`config.mk`:
```
export PLATFORM = sky130hd
export DESIGN_NAME = gregorian_date_add_days
export DESIGN_NICKNAME = d
export VERILOG_FILES = /design/src/sv/gdad_pkg.sv /design/src/sv/gdad_month_step.sv /design/src/sv/gregorian_date_add_days.sv
export SDC_FILE = /design/constraint.sdc
export NUM_CORES = 1
export LEC_CHECK = 0
export ABC_AREA = 1
export BUFFER_PORTS_ARGS = -buffer_cell sky130_fd_sc_hd__buf_2
export CORE_MARGIN = 2
export CORE_UTILIZATION = 45
export DETAILED_ROUTE_END_ITERATION = 6
export PLACE_DENSITY_LB_ADDON = 0.3
export SYNTH_ARGS = -nofsm -noshare
export SYNTH_HDL_FRONTEND = slang
export SYNTH_SLANG_ARGS = --single-unit
```
`constraint.sdc`:
```
create_clock -name clk -period 6.08 [get_ports clk]
set_input_delay 0 -clock clk [delete_from_list [all_inputs] [get_ports clk]]
set_output_delay 0 -clock clk [all_outputs]
set_load 0.005 [all_outputs]
```
`src/sv/gdad_pkg.sv`:
```
// ----------------------------------------------------------------------------
// gdad_pkg: shared types and constants for the date offset block
// Field widths, calendar constants, sequencer states and the month table.
// ----------------------------------------------------------------------------
package gdad_pkg;

	localparam int YEAR_W    = 14;
	localparam int MONTH_W   = 4;
	localparam int DAY_W     = 5;
	localparam int CENT_W    = 8;
	localparam int YY_W      = 7;
	localparam int PROD_W    = 27;
	localparam int RECIP_SH  = 19;
	localparam int OFFSET_BITS_DEF = 11;
	localparam int OUT_DATA_W = ((YEAR_W + MONTH_W + DAY_W + 7) / 8) * 8;

	localparam logic [YEAR_W-1:0]  YEAR_MAX   = YEAR_W'(9999);
	localparam logic [MONTH_W-1:0] MONTH_JAN  = MONTH_W'(0);
	localparam logic [MONTH_W-1:0] MONTH_FEB  = MONTH_W'(1);
	localparam logic [MONTH_W-1:0] MONTH_DEC  = MONTH_W'(11);
	localparam logic [YY_W-1:0]    YY_LAST    = YY_W'(99);
	localparam logic [PROD_W-1:0]  RECIP_100  = PROD_W'(5243);
	localparam logic [14:0]        CENT_SCALE = 15'd100;

	typedef enum logic [2:0] {
		ST_IDLE,
		ST_MUL,
		ST_CENT,
		ST_YRS,
		ST_WALK,
		ST_DONE
	} state_t;

	typedef struct packed {
		logic [YEAR_W-1:0]  y;
		logic [CENT_W-1:0]  c;
		logic [YY_W-1:0]    yy;
		logic [MONTH_W-1:0] m;
	} cursor_t;

	typedef struct packed {
		logic more;
		logic ovf;
	} step_stat_t;

	function automatic logic [DAY_W-1:0] month_days(input logic [MONTH_W-1:0] m,
		input logic leap);
		logic [DAY_W-1:0] n;
		unique case (m)
			4'd1:                 n = leap ? DAY_W'(29) : DAY_W'(28);
			4'd3, 4'd5, 4'd8, 4'd10: n = DAY_W'(30);
			default:              n = DAY_W'(31);
		endcase
		return n;
	endfunction

endpackage

```
`src/sv/gdad_month_step.sv`:
```
// ----------------------------------------------------------------------------
// gdad_month_step: one month of the date walk
// Carries or borrows one month's length into the day count and moves the
// month and year cursor by one month, flagging a year leaving its range.
// ----------------------------------------------------------------------------
module gdad_month_step import gdad_pkg::*; #(
	parameter int DW = 12
) (
	input  cursor_t              cur,
	input  logic signed [DW-1:0] d,
	input  logic                 fwd,
	output cursor_t              nxt,
	output logic signed [DW-1:0] d_nxt,
	output step_stat_t           stat
);

	logic                 leap;
	logic [MONTH_W-1:0]   mi;
	logic [DAY_W-1:0]     dim;
	logic signed [DW-1:0] dim_s;
	logic signed [DW-1:0] addend;

	assign leap   = (cur.yy[1:0] == 2'b00) && ((cur.yy != '0) || (cur.c[1:0] == 2'b00));
	assign mi     = fwd ? cur.m : ((cur.m == MONTH_JAN) ? MONTH_DEC : cur.m - MONTH_W'(1));
	assign dim    = month_days(mi, leap);
	assign dim_s  = $signed({{(DW-DAY_W){1'b0}}, dim});
	assign addend = fwd ? -dim_s : dim_s;
	assign d_nxt  = d + addend;

	always_comb begin
		nxt       = cur;
		stat.ovf  = 1'b0;
		if (fwd) begin
			stat.more = d > dim_s;
			if (cur.m == MONTH_DEC) begin
				nxt.m = MONTH_JAN;
				if (cur.y == YEAR_MAX) begin
					stat.ovf = 1'b1;
				end
				nxt.y = cur.y + YEAR_W'(1);
				if (cur.yy == YY_LAST) begin
					nxt.yy = '0;
					nxt.c  = cur.c + CENT_W'(1);
				end else begin
					nxt.yy = cur.yy + YY_W'(1);
				end
			end else begin
				nxt.m = cur.m + MONTH_W'(1);
			end
		end else begin
			stat.more = d[DW-1] || (d == '0);
			nxt.m     = mi;
			if (cur.m == MONTH_JAN) begin
				if (cur.y == '0) begin
					stat.ovf = 1'b1;
				end
				nxt.y = cur.y - YEAR_W'(1);
				if (cur.yy == '0) begin
					nxt.yy = YY_LAST;
					nxt.c  = cur.c - CENT_W'(1);
				end else begin
					nxt.yy = cur.yy - YY_W'(1);
				end
			end
		end
		stat.ovf = stat.ovf && stat.more;
	end

endmodule

```
`src/sv/gregorian_date_add_days.sv`:
```
// Sequence: the input beat passes the MUL, CENT and YRS states, then the WALK
// state crosses the months (up to about 35 at the default offset width); the
// month step unit handles one month per cycle. A year above range in the
// input skips the walk and answers in the cycle after it is taken.
// Throughput: one beat at a time; the next input is taken once the result
// has left. Reset returns the sequencer to idle with no result pending.
// ----------------------------------------------------------------------------
// gregorian_date_add_days: calendar date plus a signed day offset
// Splits the year into century and year of century, then walks month by
// month through a shared step unit until the day falls inside its month.
// ----------------------------------------------------------------------------
module gregorian_date_add_days import gdad_pkg::*; #(
	parameter int OFFSET_BITS = OFFSET_BITS_DEF,
	localparam int IN_DATA_W  = ((YEAR_W + MONTH_W + DAY_W + OFFSET_BITS + 7) / 8) * 8
) (
	input  logic                  clk,
	input  logic                  arst_n,
	input  logic                  s_tvalid,
	output logic                  s_tready,
	// year, month, day_of_month, day_offset
	input  logic [IN_DATA_W-1:0]  s_tdata,
	output logic                  m_tvalid,
	input  logic                  m_tready,
	// new_year, new_month, new_day
	output logic [OUT_DATA_W-1:0] m_tdata,
	// year_overflow
	output logic                  m_tuser
);

	localparam int DW = ((OFFSET_BITS > 6) ? OFFSET_BITS : 6) + 1;

	logic [YEAR_W-1:0]             in_year;
	logic [MONTH_W-1:0]            in_month;
	logic [DAY_W-1:0]              in_day;
	logic signed [OFFSET_BITS-1:0] in_off;
	logic                          s_fire;
	logic                          in_ovf;

	state_t state_q, state_d;

	logic [YEAR_W-1:0]    yin_q;
	logic [MONTH_W-1:0]   min_q;
	logic [DAY_W-1:0]     din_q;
	cursor_t              cur_q;
	logic signed [DW-1:0] d_q;
	logic                 fwd_q;
	logic [PROD_W-1:0]    prod_q;

	cursor_t              nxt;
	logic signed [DW-1:0] d_nxt;
	step_stat_t           stat;

	logic [YEAR_W-1:0]  new_year_q;
	logic [MONTH_W-1:0] new_month_q;
	logic [DAY_W-1:0]   new_day_q;
	logic               ovf_q;

	assign in_year  = s_tdata[YEAR_W-1:0];
	assign in_month = s_tdata[YEAR_W +: MONTH_W];
	assign in_day   = s_tdata[YEAR_W+MONTH_W +: DAY_W];
	assign in_off   = $signed(s_tdata[YEAR_W+MONTH_W+DAY_W +: OFFSET_BITS]);
	assign s_fire   = s_tvalid && s_tready;
	assign in_ovf   = in_year > YEAR_MAX;

	gdad_month_step #(
		.DW(DW)
	) u_step (
		.cur   (cur_q),
		.d     (d_q),
		.fwd   (fwd_q),
		.nxt   (nxt),
		.d_nxt (d_nxt),
		.stat  (stat)
	);

	always_ff @(posedge clk or negedge arst_n) begin
		if (!arst_n) begin
			state_q <= ST_IDLE;
		end else begin
			state_q <= state_d;
		end
	end

	always_comb begin
		state_d  = state_q;
		s_tready = 1'b0;
		m_tvalid = 1'b0;
		unique case (state_q)
			ST_IDLE: begin
				s_tready = 1'b1;
				if (s_tvalid) begin
					state_d = in_ovf ? ST_DONE : ST_MUL;
				end
			end
			ST_MUL:  state_d = ST_CENT;
			ST_CENT: state_d = ST_YRS;
			ST_YRS:  state_d = ST_WALK;
			ST_WALK: begin
				if (stat.ovf || !stat.more) begin
					state_d = ST_DONE;
				end
			end
			ST_DONE: begin
				m_tvalid = 1'b1;
				if (m_tready) begin
					state_d = ST_IDLE;
				end
			end
			default: state_d = ST_IDLE;
		endcase
	end

	always_ff @(posedge clk) begin
		if (s_fire) begin
			yin_q    <= in_year;
			min_q    <= in_month;
			din_q    <= in_day;
			cur_q.y  <= in_year;
			cur_q.m  <= (in_month > MONTH_DEC) ? MONTH_DEC : in_month;
			d_q      <= $signed({{(DW-DAY_W){1'b0}}, in_day})
				+ DW'(in_off);
			fwd_q    <= !in_off[OFFSET_BITS-1] && (in_off != '0);
		end
		if (state_q == ST_MUL) begin
			prod_q <= PROD_W'(cur_q.y) * RECIP_100;
		end
		if (state_q == ST_CENT) begin
			cur_q.c <= prod_q[PROD_W-1:RECIP_SH];
		end
		if (state_q == ST_YRS) begin
			cur_q.yy <= YY_W'(cur_q.y - YEAR_W'(15'(cur_q.c) * CENT_SCALE));
		end
		if ((state_q == ST_WALK) && stat.more && !stat.ovf) begin
			cur_q <= nxt;
			d_q   <= d_nxt;
		end
	end

	always_ff @(posedge clk) begin
		if (s_fire && in_ovf) begin
			new_year_q  <= in_year;
			new_month_q <= in_month;
			new_day_q   <= in_day;
			ovf_q       <= 1'b1;
		end
		if (state_q == ST_WALK) begin
			if (stat.ovf) begin
				new_year_q  <= yin_q;
				new_month_q <= min_q;
				new_day_q   <= din_q;
				ovf_q       <= 1'b1;
			end else if (!stat.more) begin
				new_year_q  <= cur_q.y;
				new_month_q <= cur_q.m;
				new_day_q   <= d_q[DAY_W-1:0];
				ovf_q       <= 1'b0;
			end
		end
	end

	assign m_tdata = {{(OUT_DATA_W-YEAR_W-MONTH_W-DAY_W){1'b0}},
		new_day_q, new_month_q, new_year_q};
	assign m_tuser = ovf_q;

endmodule
```
# [After elaboration in Yosys (flattened, before gate mapping)]
# Index checks and enable logic that the tools add are counted.
[classes] reduce_logical=30 n_addsub=12 mul=2 magnitude_cmp=3 n_mux=49 eq_ne=20
[ops] cell="$mux W14" n=5
[ops] cell="$mux W33" n=2
[ops] cell="$mux W29" n=2
[ops] cell="$mux W12" n=3
[ops] cell="$mux W4" n=9
[ops] cell="$mul A14 B13 Y27 const B" n=1
[ops] cell="$mux W8" n=3
[ops] cell="$mux W7" n=3
[ops] cell="$mux W5" n=4
[ops] cell="$pmux W3 S6" n=1
[ops] cell="$add A14 B1 Y14 const B" n=1
[ops] cell="$eq A14 B14 Y1 const B" n=1
[ops] cell="$gt A14 B14 Y1 const B" n=1
[ops] cell="$logic_not A14 Y1" n=1
[ops] cell="$sub A14 B1 Y14 const B" n=1
[ops] cell="$add A12 B12 Y12" n=1
[ops] cell="$add A6 B11 Y12" n=1
[ops] cell="$eq A4 B4 Y1 const B" n=3
[ops] cell="$gt A12 B6 Y1" n=1
[ops] cell="$logic_not A12 Y1" n=1
[ops] cell="$mux W3" n=4
[ops] cell="$ne A3 B2 Y1 const B" n=4
[ops] cell="$neg A5 Y12" n=1
[ops] cell="$mux W1" n=11
[ops] cell="other kinds (32)" n=51
[word_totals] out_inout_bits=27 word_cells=131 inputBits=44 ff_bits=123

# [Depth between registers and ports, before layout]
[logic_depth] word_depth=13 mapped_depth=26

# [By module]
# Synthesis repeated with hierarchy kept, for this count alone.
[unflattened] hier_cells=1457 area_unflattened_um2=11168.2
[modules_own_cells] mod="gregorian_date_add_days" area_per_inst_um2=8733.4 seq_area_each_um2=2867.8 cells_each=1006 n_inst=1
[modules_own_cells] mod="gdad_month_step" area_per_inst_um2=2434.8 seq_area_each_um2=0.0 cells_each=451 n_inst=1

# [Least setup slack after synthesis]
# Ideal clock, no wire load.
[synth_path] path_kind="flip-flop to flip-flop" startpoint="register cur_q[27] (netlist name)" endpoint="register prod_q[22], data pin" t_arrival_ns=3.951 slack_ns=1.876 setup_ns=0.253 path_buffers=0 path_stages_with_launch=17 path_cell_list="edfxtp_1 -> ha_1 -> inv_1 -> fa_1 -> inv_1 -> fa_1 -> inv_1 -> fa_1 -> fa_1 -> inv_1 -> ha_1 -> a21oi_1 -> o21ai_0 -> o21ai_0 -> nand3_1 -> nand2_1 -> nand2_1"
[synth_between] elab_chain_cells=1
[synth_rtl] element="start, declared" line="gregorian_date_add_days.sv:44" text="cursor_t cur_q;"
[synth_rtl] element="start signal, assigned" line="gregorian_date_add_days.sv:134" text="cur_q <= nxt;"
[synth_rtl] element="$mul A14 B13 Y27" line="gregorian_date_add_days.sv:125" text="prod_q <= PROD_W'(cur_q.y) * RECIP_100;"
[synth_rtl] element="end signal, assigned" line="gregorian_date_add_days.sv:125"
[synth_rtl] element="end, declared" line="gregorian_date_add_days.sv:47" text="logic [PROD_W-1:0] prod_q;"
# No other way between the ends.
# A chain may end at the register's enable or synchronous reset.

# [Final worst setup path]
# Ends and elaborated chain as after synthesis.

==> reports/summary.txt <==
Initial Utilization: 45.8%
Post-DRT Antenna Nets: 0
Top_reg_cell synth: edfxtp_1
Die Area: 0.0242 mm²
Sequential share of the synthesized area: 26.0%
Max Freq: 0.217 GHz
Period utilization: 75.8%
GRT Util Overall: 20.6%
Non-filler cells, final: 1,645
Core Util, Final: 51.0%
Layout cells sized above 1: 7.72%
CTS H-tree depth: 3
TritonCTS Buffers: 9
Post-synthesis simple-gate area fraction: 20.7%
Pre-Repair DR Iteration Count: 5
IO buf count: 63
Vias: 8,522
CTS tree: built
Die Y: 156 µm
Largest cells by area after synthesis: edfxtp_1 21%, ha_1 17%, fa_1 13%
Largest family of logic cells by synthesized area: adder cells
Setup TNS: 0 ps
Fraction of the mapped netlist area in adder cells: 30.0%
Fin. max-slew vios: 0
Post-synthesis xor/xnor area fraction: 4.41%
Tightest Pin Transition: 1000 ps
Synth unique cells: 42
Ys Warns: 0
Clock-pin transition on the worst setup and hold timing paths: 80 ps
DRC Markers: 0
Area leader, netlist: edfxtp_1
Cell Count Post-Placement: 1,600
Die Wd: 156 µm
Proportion of synthesized area in mux cells: 0%
Core Area: 0.0226 mm²
Post-synth EDFFs: 71
Layout overhead on the synthesized area: 11.3%
CP startpoint kind: register
Worst EP required: 6180 ps
Syn Inst Count: 1,276
Multi-input combinational cell area: 0.00661 mm²
Ant diodes: 0
RD Place Congestion: 0.874
Detail Placement HPWL: 18,800 µm
Sinks on Clock Net: 98
Rel. slew slack: 33.2%
Initial antenna violation count: 0
Final Setup Violations: 0
Synth Cell Area: 0.0103 mm²
DRT Wirelength: 24,300 µm
Most frequent cell after synthesis: nand2_1
Worst-skew pair later-pin latency: 350 ps
CTS root buf: clkbuf_16
Largest net degree at the start of global routing: 52
Min-Delay Path Class: in2reg
Register area: 0.00269 mm²
Data arrival time of the worst path: 4710 ps
Max-cap violations: 0
Setup repair bufs after CTS: 0
Async S/R FF share, synth: 3.06%
Net count, final: 1,607
Fillers: 2,123
First-pass GRT wire length: 39,900 µm
Syn_area_per_cell: 8.10 µm²
Wirelength per Cell: 14.8 µm
CTS max path bufs: 2
Final number of hold-violating endpoints: 0
Yosys reg bits: 98
Top post-synthesis cells by count: 239 x nand2_1, 227 x inv_1, 141 x ha_1
Post-synth top area share: 20.6%
Final min period: 4610 ps
Worst reg2reg setup slack: 1470 ps
Average vias per placed instance: 5.18
Unrepaired setup endpoints after global routing: false
Clock Skews: 14.1 ps
Rows: 55
Crit. End Element: register
Syn_nets: 1,528
# IOs: 71
Synth Area in Compound Gates: 8.78%
CP Max Fanout: 9
Kind of critical path: reg2reg
Grt total ovfl: 0
Vias in the first global route: 8,134
Starting DRT DRC Count: 569
Outcome: finished clean
[per-layer routing]
layer / vias up / GRT usage, % / wire length, µm
met5: - / 0 / 0
li1: 4317 / - / -
met2: 136 / 35.0 / 11700
met1: 4047 / 28.1 / 11400
met3: 22 / 2.61 / 805
met4: 0 / 4.63 / 342
[stage by stage]
stage	worst slack (ps)	hold slack, ps	area, µm²
floorplan	1880	-296	10300
global placement	1550	-199	10900
detailed placement	1460	-197	10900
CTS	1440	14.5	11500
global route	1250	65.8	11500
finish	1470	25.4	11500
[final timing paths]
path,start,endpoint,cells past startpoint
min in group asynchronous,arst_n,state_q[1],3
setup / recovery,cur_q[27],prod_q[22],16
setup reg to reg,cur_q[27],prod_q[22],16
hold / removal,s_tdata[25],fwd_q,3
hold reg to reg,min_q[3],new_month_q[3],2
max in group asynchronous,arst_n,state_q[2],3
[kinds of logic (layout without fill, tap and decap cells)]
group                    Yosys count  count (layout)
flip-flops                        98              98
XOR/XNOR                          52              52
adder cells (fa/ha/maj)          208             208
AO/OA/AOI/OAI                    166             166
other                              1               1
buffers and inverters            263             347
AND/OR/NAND/NOR                  488             488
[sequential cells by signal (all words and copies together) (netlist names)]
signal / flops
cur_q: 30
new_year_q: 14
yin_q: 14
d_q: 12
din_q: 5
new_day_q: 5
prod_q: 5
min_q: 4
new_month_q: 4
state_q: 3
fwd_q: 1
m_tuser: 1
[cell usage in the layout (no fill, tap or decap), types with 3 or more instances in the layout]
cell type | netlist | routed
clkbuf_16 | 0 | 9
fa_1 | 67 | 67
dlygate4sd3_1 | 0 | 29
nand3_1 | 134 | 134
inv_2 | 5 | 5
nand2_2 | 3 | 3
a21o_1 | 6 | 6
dfxtp_1 | 24 | 24
dfrtp_1 | 3 | 3
xnor2_1 | 22 | 22
nor2_4 | 4 | 4
o21ai_0 | 85 | 85
o31ai_1 | 4 | 4
o21a_1 | 4 | 4
a31oi_1 | 7 | 7
edfxtp_1 | 71 | 71
buf_2 | 15 | 63
o21bai_1 | 5 | 5
nand4_1 | 15 | 15
a21oi_1 | 42 | 42
inv_1 | 227 | 227
xor2_1 | 30 | 30
nor2_1 | 71 | 71
nor4_1 | 3 | 3
nor3_1 | 12 | 12
ha_1 | 141 | 141
buf_4 | 1 | 5
nand2_1 | 239 | 239
o21ai_1 | 8 | 8
[cell type report]
type	instances	share of cell area, %
multi-input cells	915	57.4
flip-flops and latches	98	23.4
inverters	234	7.66
repair buffers	97	5.59
well taps	285	3.10
clock buffers	11	2.11
clock inverters	5	0.729
[worst max-delay path: stages (launching register included)]
cell,delay [ps]
edfxtp_1,620
ha_1,420
inv_1,60
fa_1,500
inv_1,60
fa_1,510
inv_1,50
fa_1,460
fa_1,550
inv_1,40
ha_1,320
a21oi_1,180
o21ai_0,90
o21ai_0,240
nand3_1,100
nand2_1,70
nand2_1,60
[timing repair]
| action | CTS | global route |
|---|---|---|
| endpoints found under the hold margin | 38 | 0 |
| resized for setup | 0 | 0 |
| hold buffers | 29 | 0 |
| endpoints found under the setup margin | 0 | 0 |
Power is not shown: default switching activity piles up to over one toggle a cycle in this logic, so the estimate is an artifact.
